--- src/utf8v_pkg.sv ---
// Shared types and constants for the UTF-8 validator.
// Used by the step logic, the result register, the top level and the checker.
package utf8v_pkg;

  localparam int BYTE_W  = 8;
  localparam int CP_W    = 21;
  localparam int COUNT_W = 25;
  localparam int LIMIT_W = 24;

  localparam logic [LIMIT_W-1:0] LIMIT_RESET = 24'd65536;

  localparam logic [BYTE_W-1:0] LEAD2_MIN = 8'hC2;
  localparam logic [BYTE_W-1:0] LEAD2_MAX = 8'hDF;
  localparam logic [BYTE_W-1:0] LEAD3_MIN = 8'hE0;
  localparam logic [BYTE_W-1:0] LEAD3_MAX = 8'hEF;
  localparam logic [BYTE_W-1:0] LEAD4_MIN = 8'hF0;
  localparam logic [BYTE_W-1:0] LEAD4_MAX = 8'hF4;
  localparam logic [1:0]        CONT_TAG  = 2'b10;

  localparam logic [CP_W-1:0] MIN_3BYTE     = 21'h000800;
  localparam logic [CP_W-1:0] MIN_4BYTE     = 21'h010000;
  localparam logic [CP_W-1:0] SURROGATE_LO  = 21'h00D800;
  localparam logic [CP_W-1:0] SURROGATE_HI  = 21'h00DFFF;
  localparam logic [CP_W-1:0] MAX_CODEPOINT = 21'h10FFFF;

  localparam logic [2:0] SEQ_W1 = 3'd1;
  localparam logic [2:0] SEQ_W2 = 3'd2;
  localparam logic [2:0] SEQ_W3 = 3'd3;
  localparam logic [2:0] SEQ_W4 = 3'd4;

  typedef enum logic [1:0] {
    ST_VALID    = 2'd0,
    ST_INVALID  = 2'd1,
    ST_TOO_MANY = 2'd2
  } status_t;

  // Decoder state carried from one byte to the next within a string.
  typedef struct packed {
    logic [1:0]         pending;
    logic [2:0]         seq_width;
    logic [CP_W-1:0]    partial;
    logic [COUNT_W-1:0] count;
    status_t            status;
  } dec_state_t;

  typedef struct packed {
    status_t            status;
    logic [COUNT_W-1:0] count;
  } result_t;

endpackage

--- src/utf8_validator_with_codepoint_limit.sv ---
// UTF-8 validator with a codepoint limit: input register, step logic, result register.
// Depends on utf8v_pkg, utf8v_step and utf8v_out_reg.
//
// Usage:
//   The input channel (in_valid/in_ready) takes one string byte per beat with
//   byte_present and last. A beat with byte_present low carries no byte; with
//   last high it closes the string, so on its own it reports an empty string.
//   The output channel (out_valid/out_ready) gives one beat per string, at its
//   last item: status (0 valid, 1 invalid encoding, 2 too many codepoints) and
//   codepoint_count. The configuration channel (cfg_valid/cfg_ready) writes
//   max_codepoints; it is always ready and should be written between strings.
//   The last beat passes from the input register through the decode step into
//   the result register, whose valid flag drives out_valid.
//   Throughput: one beat per cycle while no final beat waits for a full result
//   register; the decode step between the input register and the result register is combinational.
//   When the receiver stalls, the finished result waits in the result register
//   while non-final beats keep flowing; a second final beat waits in the input
//   register, after which in_ready drops.
//   Reset clears both registers' valid flags and the string state, and sets
//   max_codepoints to 65536.
module utf8_validator_with_codepoint_limit (
  input  logic                                 clk,
  input  logic                                 rst,
  input  logic                                 in_valid,
  output logic                                 in_ready,
  input  logic [utf8v_pkg::BYTE_W-1:0]         data_byte,
  input  logic                                 byte_present,
  input  logic                                 last,
  output logic                                 out_valid,
  input  logic                                 out_ready,
  output logic [1:0]                           status,
  output logic [utf8v_pkg::COUNT_W-1:0]        codepoint_count,
  input  logic                                 cfg_valid,
  output logic                                 cfg_ready,
  input  logic [utf8v_pkg::LIMIT_W-1:0]        max_codepoints
);
  import utf8v_pkg::*;

  logic              s1_valid;
  logic [BYTE_W-1:0] s1_byte;
  logic              s1_present;
  logic              s1_last;
  logic              s1_go;
  logic              slot_free;

  logic [LIMIT_W-1:0] limit;
  dec_state_t         state;
  dec_state_t         state_next;
  result_t            step_res;
  result_t            res_out;

  // A non-final beat never needs the result slot, so it can always move on.
  assign s1_go     = s1_valid && (!s1_last || slot_free);
  assign in_ready  = !s1_valid || s1_go;
  assign cfg_ready = 1'b1;

  always_ff @(posedge clk) begin
    if (rst) begin
      s1_valid <= 1'b0;
    end else if (in_ready) begin
      s1_valid <= in_valid;
    end
  end

  always_ff @(posedge clk) begin
    if (in_ready && in_valid) begin
      s1_byte    <= data_byte;
      s1_present <= byte_present;
      s1_last    <= last;
    end
  end

  always_ff @(posedge clk) begin
    if (rst) begin
      limit <= LIMIT_RESET;
    end else if (cfg_valid && cfg_ready) begin
      limit <= max_codepoints;
    end
  end

  always_ff @(posedge clk) begin
    if (rst) begin
      state <= '{pending: 2'd0, seq_width: 3'd0, partial: '0, count: '0, status: ST_VALID};
    end else if (s1_go) begin
      state <= state_next;
    end
  end

  utf8v_step u_step (
    .cur          (state),
    .data_byte    (s1_byte),
    .byte_present (s1_present),
    .last         (s1_last),
    .limit        (limit),
    .nxt          (state_next),
    .res          (step_res)
  );

  utf8v_out_reg u_out (
    .clk       (clk),
    .rst       (rst),
    .load      (s1_go && s1_last),
    .res_in    (step_res),
    .slot_free (slot_free),
    .out_valid (out_valid),
    .out_ready (out_ready),
    .res_out   (res_out)
  );

  assign status          = res_out.status;
  assign codepoint_count = res_out.count;

endmodule

--- src/utf8v_step.sv ---
// Next-state logic of the validator: decodes one byte against the string state.
// Depends on utf8v_pkg.
module utf8v_step (
  input  utf8v_pkg::dec_state_t                 cur,
  input  logic [utf8v_pkg::BYTE_W-1:0]          data_byte,
  input  logic                                  byte_present,
  input  logic                                  last,
  input  logic [utf8v_pkg::LIMIT_W-1:0]         limit,
  output utf8v_pkg::dec_state_t                 nxt,
  output utf8v_pkg::result_t                    res
);
  import utf8v_pkg::*;

  dec_state_t         upd;
  logic [CP_W-1:0]    cp_shift;
  logic [1:0]         pend_dec;
  logic [COUNT_W-1:0] count_inc;
  logic               complete;
  logic               range_bad;

  assign cp_shift  = {cur.partial[CP_W-7:0], data_byte[5:0]};
  assign pend_dec  = cur.pending - 2'd1;
  assign count_inc = cur.count + COUNT_W'(1);

  assign range_bad = (cur.seq_width == SEQ_W3 && cp_shift < MIN_3BYTE) ||
                     (cur.seq_width == SEQ_W4 && cp_shift < MIN_4BYTE) ||
                     (cp_shift >= SURROGATE_LO && cp_shift <= SURROGATE_HI) ||
                     (cp_shift > MAX_CODEPOINT);

  always_comb begin
    upd      = cur;
    complete = 1'b0;
    if (byte_present && cur.status == ST_VALID) begin
      if (cur.pending == 2'd0) begin
        priority if (data_byte[7] == 1'b0) begin
          complete = 1'b1;
        end else if (data_byte >= LEAD2_MIN && data_byte <= LEAD2_MAX) begin
          upd.seq_width = SEQ_W2;
          upd.pending   = 2'd1;
          upd.partial   = CP_W'(data_byte[4:0]);
        end else if (data_byte >= LEAD3_MIN && data_byte <= LEAD3_MAX) begin
          upd.seq_width = SEQ_W3;
          upd.pending   = 2'd2;
          upd.partial   = CP_W'(data_byte[3:0]);
        end else if (data_byte >= LEAD4_MIN && data_byte <= LEAD4_MAX) begin
          upd.seq_width = SEQ_W4;
          upd.pending   = 2'd3;
          upd.partial   = CP_W'(data_byte[2:0]);
        end else begin
          upd.status = ST_INVALID;
        end
      end else if (data_byte[7:6] != CONT_TAG) begin
        upd.status = ST_INVALID;
      end else begin
        upd.partial = cp_shift;
        upd.pending = pend_dec;
        if (pend_dec == 2'd0) begin
          if (range_bad) begin
            upd.status = ST_INVALID;
          end else begin
            complete = 1'b1;
          end
        end
      end
    end
    // A completed codepoint is checked against the limit as it is counted.
    if (complete) begin
      upd.count     = count_inc;
      upd.seq_width = 3'd0;
      upd.partial   = '0;
      if (count_inc > {1'b0, limit}) begin
        upd.status = ST_TOO_MANY;
      end
    end

    // A sequence cut short by the end of the string is invalid.
    res.count  = upd.count;
    res.status = upd.status;
    if (upd.status == ST_VALID && upd.pending != 2'd0) begin
      res.status = ST_INVALID;
    end

    if (last) begin
      nxt = '{pending: 2'd0, seq_width: 3'd0, partial: '0, count: '0, status: ST_VALID};
    end else begin
      nxt = upd;
    end
  end

endmodule

--- src/utf8v_out_reg.sv ---
// Result register of the validator: holds one finished result until it is taken.
// Depends on utf8v_pkg.
module utf8v_out_reg (
  input  logic                clk,
  input  logic                rst,
  input  logic                load,
  input  utf8v_pkg::result_t  res_in,
  output logic                slot_free,
  output logic                out_valid,
  input  logic                out_ready,
  output utf8v_pkg::result_t  res_out
);
  import utf8v_pkg::*;

  result_t held;
  logic    valid;

  assign slot_free = !valid || out_ready;
  assign out_valid = valid;
  assign res_out   = held;

  always_ff @(posedge clk) begin
    if (rst) begin
      valid <= 1'b0;
    end else if (load) begin
      valid <= 1'b1;
    end else if (out_ready) begin
      valid <= 1'b0;
    end
  end

  always_ff @(posedge clk) begin
    if (load) begin
      held <= res_in;
    end
  end

endmodule

--- config.mk ---
export PLATFORM = sky130hd
export DESIGN_NAME = utf8_validator_with_codepoint_limit
export DESIGN_NICKNAME = d
export VERILOG_FILES = /design/src/utf8v_pkg.sv /design/src/utf8_validator_with_codepoint_limit.sv /design/src/utf8v_step.sv /design/src/utf8v_out_reg.sv
export SDC_FILE = /design/constraint.sdc
export NUM_CORES = 1
export LEC_CHECK = 0
export ABC_CLOCK_PERIOD_IN_PS = 5900
export BUFFER_PORTS_ARGS = -buffer_cell sky130_fd_sc_hd__clkbuf_2
export CORE_ASPECT_RATIO = 0.6
export CORE_MARGIN = 2
export CORE_UTILIZATION = 30
export DETAILED_ROUTE_END_ITERATION = 6
export PLACE_DENSITY = 0.51
export REMOVE_ABC_BUFFERS = 1
export SKIP_LAST_GASP = 1
export SYNTH_ARGS = -nofsm -noshare
export SYNTH_HDL_FRONTEND = slang
export SYNTH_SLANG_ARGS = --single-unit
--- constraint.sdc ---
create_clock -name clk -period 5.9 [get_ports clk]
set_clock_uncertainty 0.15 [all_clocks]
set_input_delay 0.295 -clock clk [delete_from_list [all_inputs] [get_ports clk]]
set_output_delay 0.295 -clock clk [all_outputs]
set_load 0.1 [all_outputs]
==> out/results.txt, run 1 <==
TritonRoute pass-1 iters: 4
Wire length per cell: 16.7 um
DP Area: 6240 um2
Via-to-Cell Ratio: 5.06
Gp weighted congestion: 0.883
Clk sinks: 110
Synth warn: 0
Combinational fraction of design power: 9.0%
Synthesized area per cell: 9.64 um2
Unrepaired setup endpoints after global routing: false
Pwr Density: 233 nW/um2
Share of cells above drive strength 1: 16.6%
Cells after Synth: 598
Detail Route Antenna Nets: 0
Top cells by area, synth: dfxtp_1 25%, edfxtp_1 19%, ha_1 5.9%
Count leader, synth: dfxtp_1
Worst VDD drop: 0.130 mV
Pins Over Slew Limit: 0
Setup CP Type: flip-flop to flip-flop
# IOs: 69
Total Routing Usage GR: 14.9%
Arrival time at the worst endpoint: 4.04 ns
Yosys reg bits: 110
# placed instances: 876
Startpoint types: flip-flop
Post-Syn Area: 5760 um2
Clk buf depth: 2
Non-Filler Instances: 902
Total negative slack: 0 ns
Area Growth Syn to Fin: 14.9%
Grt total ovfl: 0
Final instance area: 6620 um2
Final worst setup slack: 1.91 ns
HPWL after detailed placement: 10.8 mm
Root Buffer: clkbuf_16
Net Sw Frac: 26.4%
Largest net degree at the start of global routing: 40
Routed WL: 15.0 mm
Register area share after synthesis: 44.6%
Maximum clock rate: 251 MHz
Relative slew slack: 20.9%
Ys flop type: dfxtp_1
Clock share of power: 38.4%
Worst slew pin tran: 1.18 ns
Clock transition at path regs: 0.08 ns
Initial antenna violation count: 0
Post-CTS Resized: 0
Critical path peak fanout: 8
Die Y: 111 um
Most instantiated cells after synthesis: 73 x dfxtp_1, 56 x nor2_1, 48 x nand2_1
Number of buffers created by CTS: 9
Asr flop ratio synth: 0%
Pint: 1.14 mW
IO buf count: 67
H-tree depth: 3
Status: finished, final reports clean
Lkg Pwr: 2.71 nW
Die span in x: 183 um
TritonCTS clock tree: built
ANT cells: 0
Initial DRC Count: 404
Fin crit share: 67.5%
Synth area leader: dfxtp_1
Die ar.: 20,400 um2
DRC viols: 0
MaxCap Viol Count: 0
Vias in the first global route: 4,313
Vias after detailed routing: 4,560
NetSw: 0.408 mW
Required time worst endpoint: 5.96 ns
Starting Density: 30.4%
Post-synth EDFFs: 37
Endpoint type of the worst setup path: flip-flop
HP Class: input port to flip-flop
Final min period: 3.99 ns
First-pass GRT wire length: 23.6 mm
WHS: 0.0155 ns
Later-pin clock latency in the skew report: 0.37 ns
Post-synth top area share: 25.4%
Cell variety after synth: 67
Final hold violation count: 0
Sequential share of power: 52.5%
Core Rows: 39
Total core area: 18,900 um2
Placement Setup Slack: 1.96 ns
Nets: 717
Final Setup Violations: 0
## what timing repair did
item | 4_1_cts | 5_1_grt
hold buffers | 10 | 0
setup buffers | 0 | 0
endpoints found under the hold margin | 10 | 0
## stage by stage
stage | utilization, % | total power, mW
2_1_floorplan | - | 0.911
3_3_place_gp | 33.0 | 0.960
3_5_place_dp | 33.0 | 0.962
4_1_cts | 35.0 | 1.56
5_1_grt | 35.0 | 1.60
6_report | 35.0 | 1.54
## path summary, 6_finish.rpt
path | start | to | slack (ns) | cells after the start
worst min-delay path | max_codepoints[3] | limit[3] | 0.02 | 3
worst max register to register | state[2] | state[1] | 1.91 | 13
worst max-delay path | state[2] | state[1] | 1.91 | 13
worst min register to register | state[37] | state[37] | 0.33 | 1
## flip-flops by register name (all words and copies together) (netlist names)
register and flops:
s1_byte 8, s1_present 1, state 47, u_out.res_out 27, s1_last 1, u_out.out_valid 1, s1_valid 1, limit 24
## cell type report
cell class | instances | area [um2]
Inverter | 33 | 124
Clock buffer | 9 | 225
Multi-Input combinational cell | 417 | 2880
Tap cell | 246 | 308
Timing Repair Buffer | 80 | 458
Fill cell | 1945 | 12300
Sequential cell | 110 | 2570
Clock inverter | 7 | 56.3
## worst max-delay path, stage by stage, from the launching register on
cell      delay (ns)
dfxtp_1         0.49
ha_1            0.30
and3_1          0.31
nand4_2         0.20
nor2_2          0.34
nand2_1         0.17
xnor2_1         0.19
ha_1            0.19
or3_1           0.36
or4_1           0.41
o22a_1          0.19
a211oi_1        0.21
a22oi_1         0.15
nor4b_2         0.18
## placed cells by master, fill, tap and decap left out, types with 4 or more instances in the layout
master         Yosys  final
dfxtp_1           73     73
clkbuf_2           1     67
nor2_1            56     55
nand2_1           48     48
edfxtp_1          37     37
inv_1             33     33
o21ai_0           33     33
xnor2_1           27     27
ha_1              27     27
mux2i_1           23     23
xor2_1            21     21
a21oi_1           22     21
nand3_1           16     16
a22o_1            14     14
nand4_1           10     10
o31ai_1           10     10
dlygate4sd3_1      0     10
a31oi_1            9      9
clkbuf_16          0      9
and3_1             7      7
o41ai_1            6      6
nor4_1             5      5
a32o_1             5      5
nor3_1             5      5
and4_1             4      4
and2_1             4      4
a22oi_1            4      4
or3_1              4      4
a211oi_1           4      4
## power by group through the flow
stage	clock, mW	sequential [mW]	combinational [mW]
6_report	0.593	0.812	0.140
5_1_grt	0.634	0.814	0.153
4_1_cts	0.604	0.812	0.139
3_5_place_dp	0	0.829	0.133
3_3_place_gp	0	0.828	0.132
2_1_floorplan	0	0.844	0.0674
## logic make-up (layout without fill, tap and decap cells)
kind of cell	count (synthesis)	in the layout	share of synthesized area [%]
buffers and inverters	71	129	5.64
AO/OA/AOI/OAI	129	129	15.4
XOR/XNOR	48	48	7.29
adder cells (fa/ha/maj)	27	27	5.86
AND/OR/NAND/NOR	189	189	17.1
multiplexers	23	23	3.99
flip-flops	110	110	44.6
other	1	1	0.0651
## metal layers
metal  global-route usage [%]  wire length (um)
met5                        0                 0
met4                     3.95               173
met3                     3.21               803
met2                     19.5              5750
met1                     23.9              8310
Power figures use the tool's default switching activity.
==> run 2: changes to the inputs <==
- ABC_AREA: default -> 1
- ABC_CLOCK_PERIOD_IN_PS: 5900 -> 4000
- clock period: 5.9 -> 4 ns (I/O delays scaled with it)
==> run 2 against run 1 <==
Effect of this change: final cell count is 29% higher; combinational power is 130% higher; non-clock buffer count is 29 higher; power is 57% higher.
==> out/results.txt, run 2 <==
Post-Syn Area: 6020 um2
IO buf count: 67
Nets: 948
Synthesized area per cell: 7.62 um2
Share of cells above drive strength 1: 15.2%
ANT cells: 0
Relative slew slack: 25.4%
Design Power: 2.42 mW
Biggest register: state
Final hold violation count: 0
Unrepaired setup endpoints after global routing: false
Worst r2r path cells: 16
Synth warn: 0
Crit path cell chain: ha_1, nand3_1, inv_1, nand3_1, xor2_1, inv_1, ha_1, nand2_1, o21ai_0, nand4_1, o211ai_1, nand2_1, nand3_1, nand2_2, nand3_1, nand2_1
Initial antenna violation count: 0
Worst r2r src: state[2]
CP dominant cell by count: nand3_1
Sequential share of power: 50.3%
Cells after Synth: 790
Wire length per cell: 14.3 um
Worst slew pin tran: 1.12 ns
TritonRoute pass-1 iters: 5
Yosys reg bits: 110
Die span in x: 187 um
Register area share after synthesis: 42.8%
Net Sw Frac: 28.0%
Status: finished, final reports clean
Count leader, synth: nand2_1
Top cells by area, synth: dfxtp_1 24%, edfxtp_1 18%, nand2_1 11%
Core Rows: 40
Setup CP Type: flip-flop to flip-flop
TritonCTS clock tree: built
Starting Density: 30.4%
Vias after detailed routing: 5,301
Final Setup Violations: 0
Initial DRC Count: 417
Via-to-Cell Ratio: 4.57
Hold_sp: max_codepoints[21]
Most instantiated cells after synthesis: 180 x nand2_1, 102 x inv_1, 84 x nor2_1
Number of buffers created by CTS: 9
Grt total ovfl: 0
Final min period: 3.45 ns
Maximum clock rate: 290 MHz
Total negative slack: 0 ns
Clk sinks: 110
Ys flop type: dfxtp_1
NetSw: 0.678 mW
Arrival time at the worst endpoint: 3.42 ns
Fin crit share: 86.3%
Crit-path max cell delay: 0.54 ns
Post-synth top area share: 24.3%
Worst setup startpoint: state[2]
Die Y: 114 um
Post-synth EDFFs: 37
Hold path cells: 3
Lkg Pwr: 3.14 nW
Gp weighted congestion: 0.886
HPWL after detailed placement: 12.3 mm
Required time worst endpoint: 3.97 ns
Max reg flops: 47
Commonest non-fill, non-tap cell in the layout: nand2_1
Routed WL: 16.6 mm
RR Endpoint: u_out.res_out[25]
Root Buffer: clkbuf_16
Post-CTS Resized: 0
Critical path peak fanout: 8
Vias in the first global route: 4,673
Cell variety after synth: 44
Later-pin clock latency in the skew report: 0.37 ns
Total core area: 19,800 um2
DRC viols: 0
Clock share of power: 36.6%
Detail Route Antenna Nets: 0
HP Class: input port to flip-flop
MaxCap Viol Count: 0
Synth area leader: dfxtp_1
Area Growth Syn to Fin: 20.2%
CP max-delay cell: dfxtp_1
Startpoint types: flip-flop
R2R setup slack: 0.55 ns
Endpoint type of the worst setup path: flip-flop
Pins Over Slew Limit: 0
Asr flop ratio synth: 0%
Combinational fraction of design power: 13.0%
Hold EP: limit[21]
Most frequent cells in the layout: 180 x nand2_1, 102 x inv_1, 83 x nor2_1
Post-CTS Setup Bufs: 0
# IOs: 69
H-tree depth: 3
First-pass GRT wire length: 26.4 mm
Largest net degree at the start of global routing: 46
Total Routing Usage GR: 16.2%
Pwr Density: 335 nW/um2
Clock transition at path regs: 0.08 ns
Worst VDD drop: 0.213 mV
Pint: 1.75 mW
Die ar.: 21,200 um2
Clk buf depth: 2
-- run 2: what timing repair did --
action	CTS	global route
endpoints found under the hold margin	32	0
hold buffers	35	0
setup endpoints to repair	0	0
-- run 2: how the worst max path moves through the flow --
stage                             end  slack [ns]  cells after the start
floorplan             u_out.out_valid        1.09                      9
global placement    u_out.res_out[25]        0.60                     16
detailed placement  u_out.res_out[25]        0.62                     16
CTS                 u_out.res_out[25]        0.58                     16
global route        u_out.res_out[25]        0.21                     16
finish              u_out.res_out[25]        0.55                     16
-- run 2: layer usage --
metal / track usage [%] / vias up / wire length, um
li1: - / 2767 / -
met1: 26.5 / 2376 / 9630
met2: 19.9 / 148 / 5620
met3: 4.92 / 10 / 1190
met4: 3.33 / 0 / 144
met5: 0 / - / 0
-- run 2: critical path: cells and delay by family (launching register included) --
| kind | cells | cell delay [ns] |
|---|---|---|
| and+or+nand+nor | 9 | 0.88 |
| AOI/OAI and AO/OA | 2 | 0.42 |
| DFF | 1 | 0.54 |
| xor gates and xnor gates | 1 | 0.31 |
| adders and majority gates | 2 | 0.67 |
| buffers and inverters | 2 | 0.23 |
-- run 2: area by class of cell --
type	instances	area [um2]
repair buffers	109	738
fillers	2113	12600
clock buffers	11	243
well taps	273	342
clock inverters	5	43.8
inverters	109	412
multi-input cells	543	2880
flip-flops and latches	110	2570
-- run 2: per-stage QoR --
step           area, um2  cells  util, %  setup WS [ns]  hold WS, ns
2_1_floorplan       5860    762        -           1.09        0.119
3_3_place_gp        6600   1109     33.3          0.601        0.227
3_5_place_dp        6600   1109     33.3          0.623        0.229
4_1_cts             7230   1160     36.5          0.584      0.00256
5_1_grt             7230   1160     36.5          0.210       0.0396
6_report            7230   1160     36.5          0.549       0.0151
-- run 2: power groups by stage --
stage          combinational [mW]  sequential [mW]  clock, mW
2_1_floorplan               0.157             1.28          0
3_3_place_gp                0.287             1.25          0
3_5_place_dp                0.287             1.25          0
4_1_cts                     0.315             1.22      0.918
5_1_grt                     0.353             1.23      0.957
6_report                    0.315             1.22      0.888
-- run 2: kinds of logic after synthesis --
group / synth area share (%)
flops: 42.8
xor+xnor: 1.89
simple gates: 24.5
other cells: 0.0623
compound gates: 15.8
buf+inv: 9.40
fa+ha+maj: 5.61
==> run 3: changes to the inputs <==
- ABC_CLOCK_PERIOD_IN_PS: 4000 -> 3900
- BUFFER_PORTS_ARGS: -buffer_cell sky130_fd_sc_hd__clkbuf_2 -> default
- DONT_BUFFER_PORTS: default -> 1
- PLACE_DENSITY: 0.51 -> 0.48
- clock period: 4 -> 3.9 ns (I/O delays scaled with it)
==> run 3 against run 2 <==
Effect of this change: maximum frequency is 2.2% higher; final area is 3.7% lower; final cell count is 5.2% lower; flip-flop and latch count stayed put; power is 2.0% higher; global-route usage is 0.15 points lower; register-to-register slack worse by 0.03 ns; largest cell class unchanged; critical endpoint is now u_out.res_out[26]; critical path type unchanged.
==> out/results.txt, run 3 (same netlist as run 2, synthesis figures left out) <==
Setup CP Type: flip-flop to flip-flop
Die span in x: 187 um
First-pass GRT wire length: 25.9 mm
Pins Over Slew Limit: 0
Endpoint type of the worst setup path: flip-flop
Die Y: 114 um
Most frequent cells in the layout: 180 x nand2_1, 102 x inv_1, 83 x nor2_1
CP max-delay cell: dfxtp_1
Final Setup Violations: 0
Total core area: 19,800 um2
Detail Route Antenna Nets: 0
Arrival time at the worst endpoint: 3.36 ns
Final hold violation count: 0
Maximum clock rate: 296 MHz
HPWL after detailed placement: 12.3 mm
MaxCap Viol Count: 0
Critical path peak fanout: 8
Total Routing Usage GR: 16.1%
Gp weighted congestion: 0.871
Biggest register: state
Crit-path max cell delay: 0.51 ns
IO buf count: 0
Clk buf depth: 2
Pwr Density: 355 nW/um2
Unrepaired setup endpoints after global routing: false
HP Class: input port to flip-flop
Post-CTS Resized: 0
Status: finished, final reports clean
H-tree depth: 3
Worst slew pin tran: 1.10 ns
DRC viols: 0
Grt total ovfl: 0
Vias after detailed routing: 5,090
Later-pin clock latency in the skew report: 0.37 ns
Wire length per cell: 14.9 um
Core Rows: 40
TritonCTS clock tree: built
Commonest non-fill, non-tap cell in the layout: nand2_1
# IOs: 69
Max reg flops: 47
Final worst setup slack: 0.524 ns
Starting Density: 30.4%
ANT cells: 0
Fin crit share: 86.6%
R2R setup slack: 0.52 ns
Initial DRC Count: 410
Final min period: 3.38 ns
Area Growth Syn to Fin: 15.8%
Relative slew slack: 26.5%
Via-to-Cell Ratio: 4.63
Largest net degree at the start of global routing: 58
Filler cell count: 2,139
Root Buffer: clkbuf_16
Routed WL: 16.4 mm
Total negative slack: 0 ns
Number of buffers created by CTS: 9
Nets: 888
Share of cells above drive strength 1: 8.71%
Placement Setup Slack: 0.620 ns
Crit path cell chain: ha_1, nand3_1, nor3_2, inv_1, nor2_1, xor2_1, ha_1, nand2_1, nor4_1, nor3b_1, a21oi_1, nand2_2, nand2_1
Required time worst endpoint: 3.88 ns
Initial antenna violation count: 0
Clk sinks: 110
Lkg Pwr: 2.90 nW
Startpoint types: flip-flop
Clock transition at path regs: 0.08 ns
DP Area: 6280 um2
Vias in the first global route: 4,403
Die ar.: 21,200 um2
Worst VDD drop: 0.214 mV
TritonRoute pass-1 iters: 5
Final instance area: 6970 um2
-- run 3: layout make-up --
| class | instances | area, um2 | share of cell area [%] |
|---|---|---|---|
| clock buffers | 10 | 229 | 3.29 |
| repair buffers | 49 | 475 | 6.82 |
| inverters | 109 | 412 | 5.91 |
| flip-flops and latches | 110 | 2570 | 36.9 |
| clock inverters | 6 | 56.3 | 0.808 |
| well taps | 273 | 342 | 4.90 |
| multi-input cells | 543 | 2880 | 41.4 |
-- run 3: path summary, 6_finish.rpt --
path,from,to,cells past startpoint
worst max-delay path,state[2],u_out.res_out[26],13
worst min-delay path,cfg_valid,limit[21],3
worst max register to register,state[2],u_out.res_out[26],13
worst min register to register,limit[5],limit[5],2
-- run 3: timing repair --
item                                   CTS  global route
setup endpoints to repair                0             0
buffers inserted                         0             0
hold buffers                            39             0
endpoints found under the hold margin   66             0
-- run 3: stage by stage --
stage          std cells  util (%)  hold WS, ns  total power, mW
2_1_floorplan        762         -        0.114             1.48
3_3_place_gp        1045      31.7        0.126             1.55
3_5_place_dp        1045      31.7        0.125             1.55
4_1_cts             1100      35.2        0.148             2.50
5_1_grt             1100      35.2        0.189             2.58
6_report            1100      35.2        0.165             2.47
-- run 3: critical path: cells and delay by family, from the launching register on --
family,cells,cell delay (ns)
adders and majority gates,2,0.56
and+or+nand+nor,8,1.39
DFF,1,0.51
xor gates and xnor gates,1,0.29
AOI/OAI and AO/OA,1,0.11
buffers and inverters,1,0.13
-- run 3: where the power goes --
group,switching [mW],internal (mW)
Clock,0.470,0.446
Combinational,0.169,0.0921
Sequential,0.0679,1.23
-- run 3: per-layer routing --
metal / track usage [%] / vias up / wire [um]
met5: 0 / - / 0
met4: 4.18 / 0 / 178
met3: 3.97 / 11 / 1220
met2: 18.0 / 146 / 5400
met1: 27.8 / 2287 / 9590
li1: - / 2646 / -
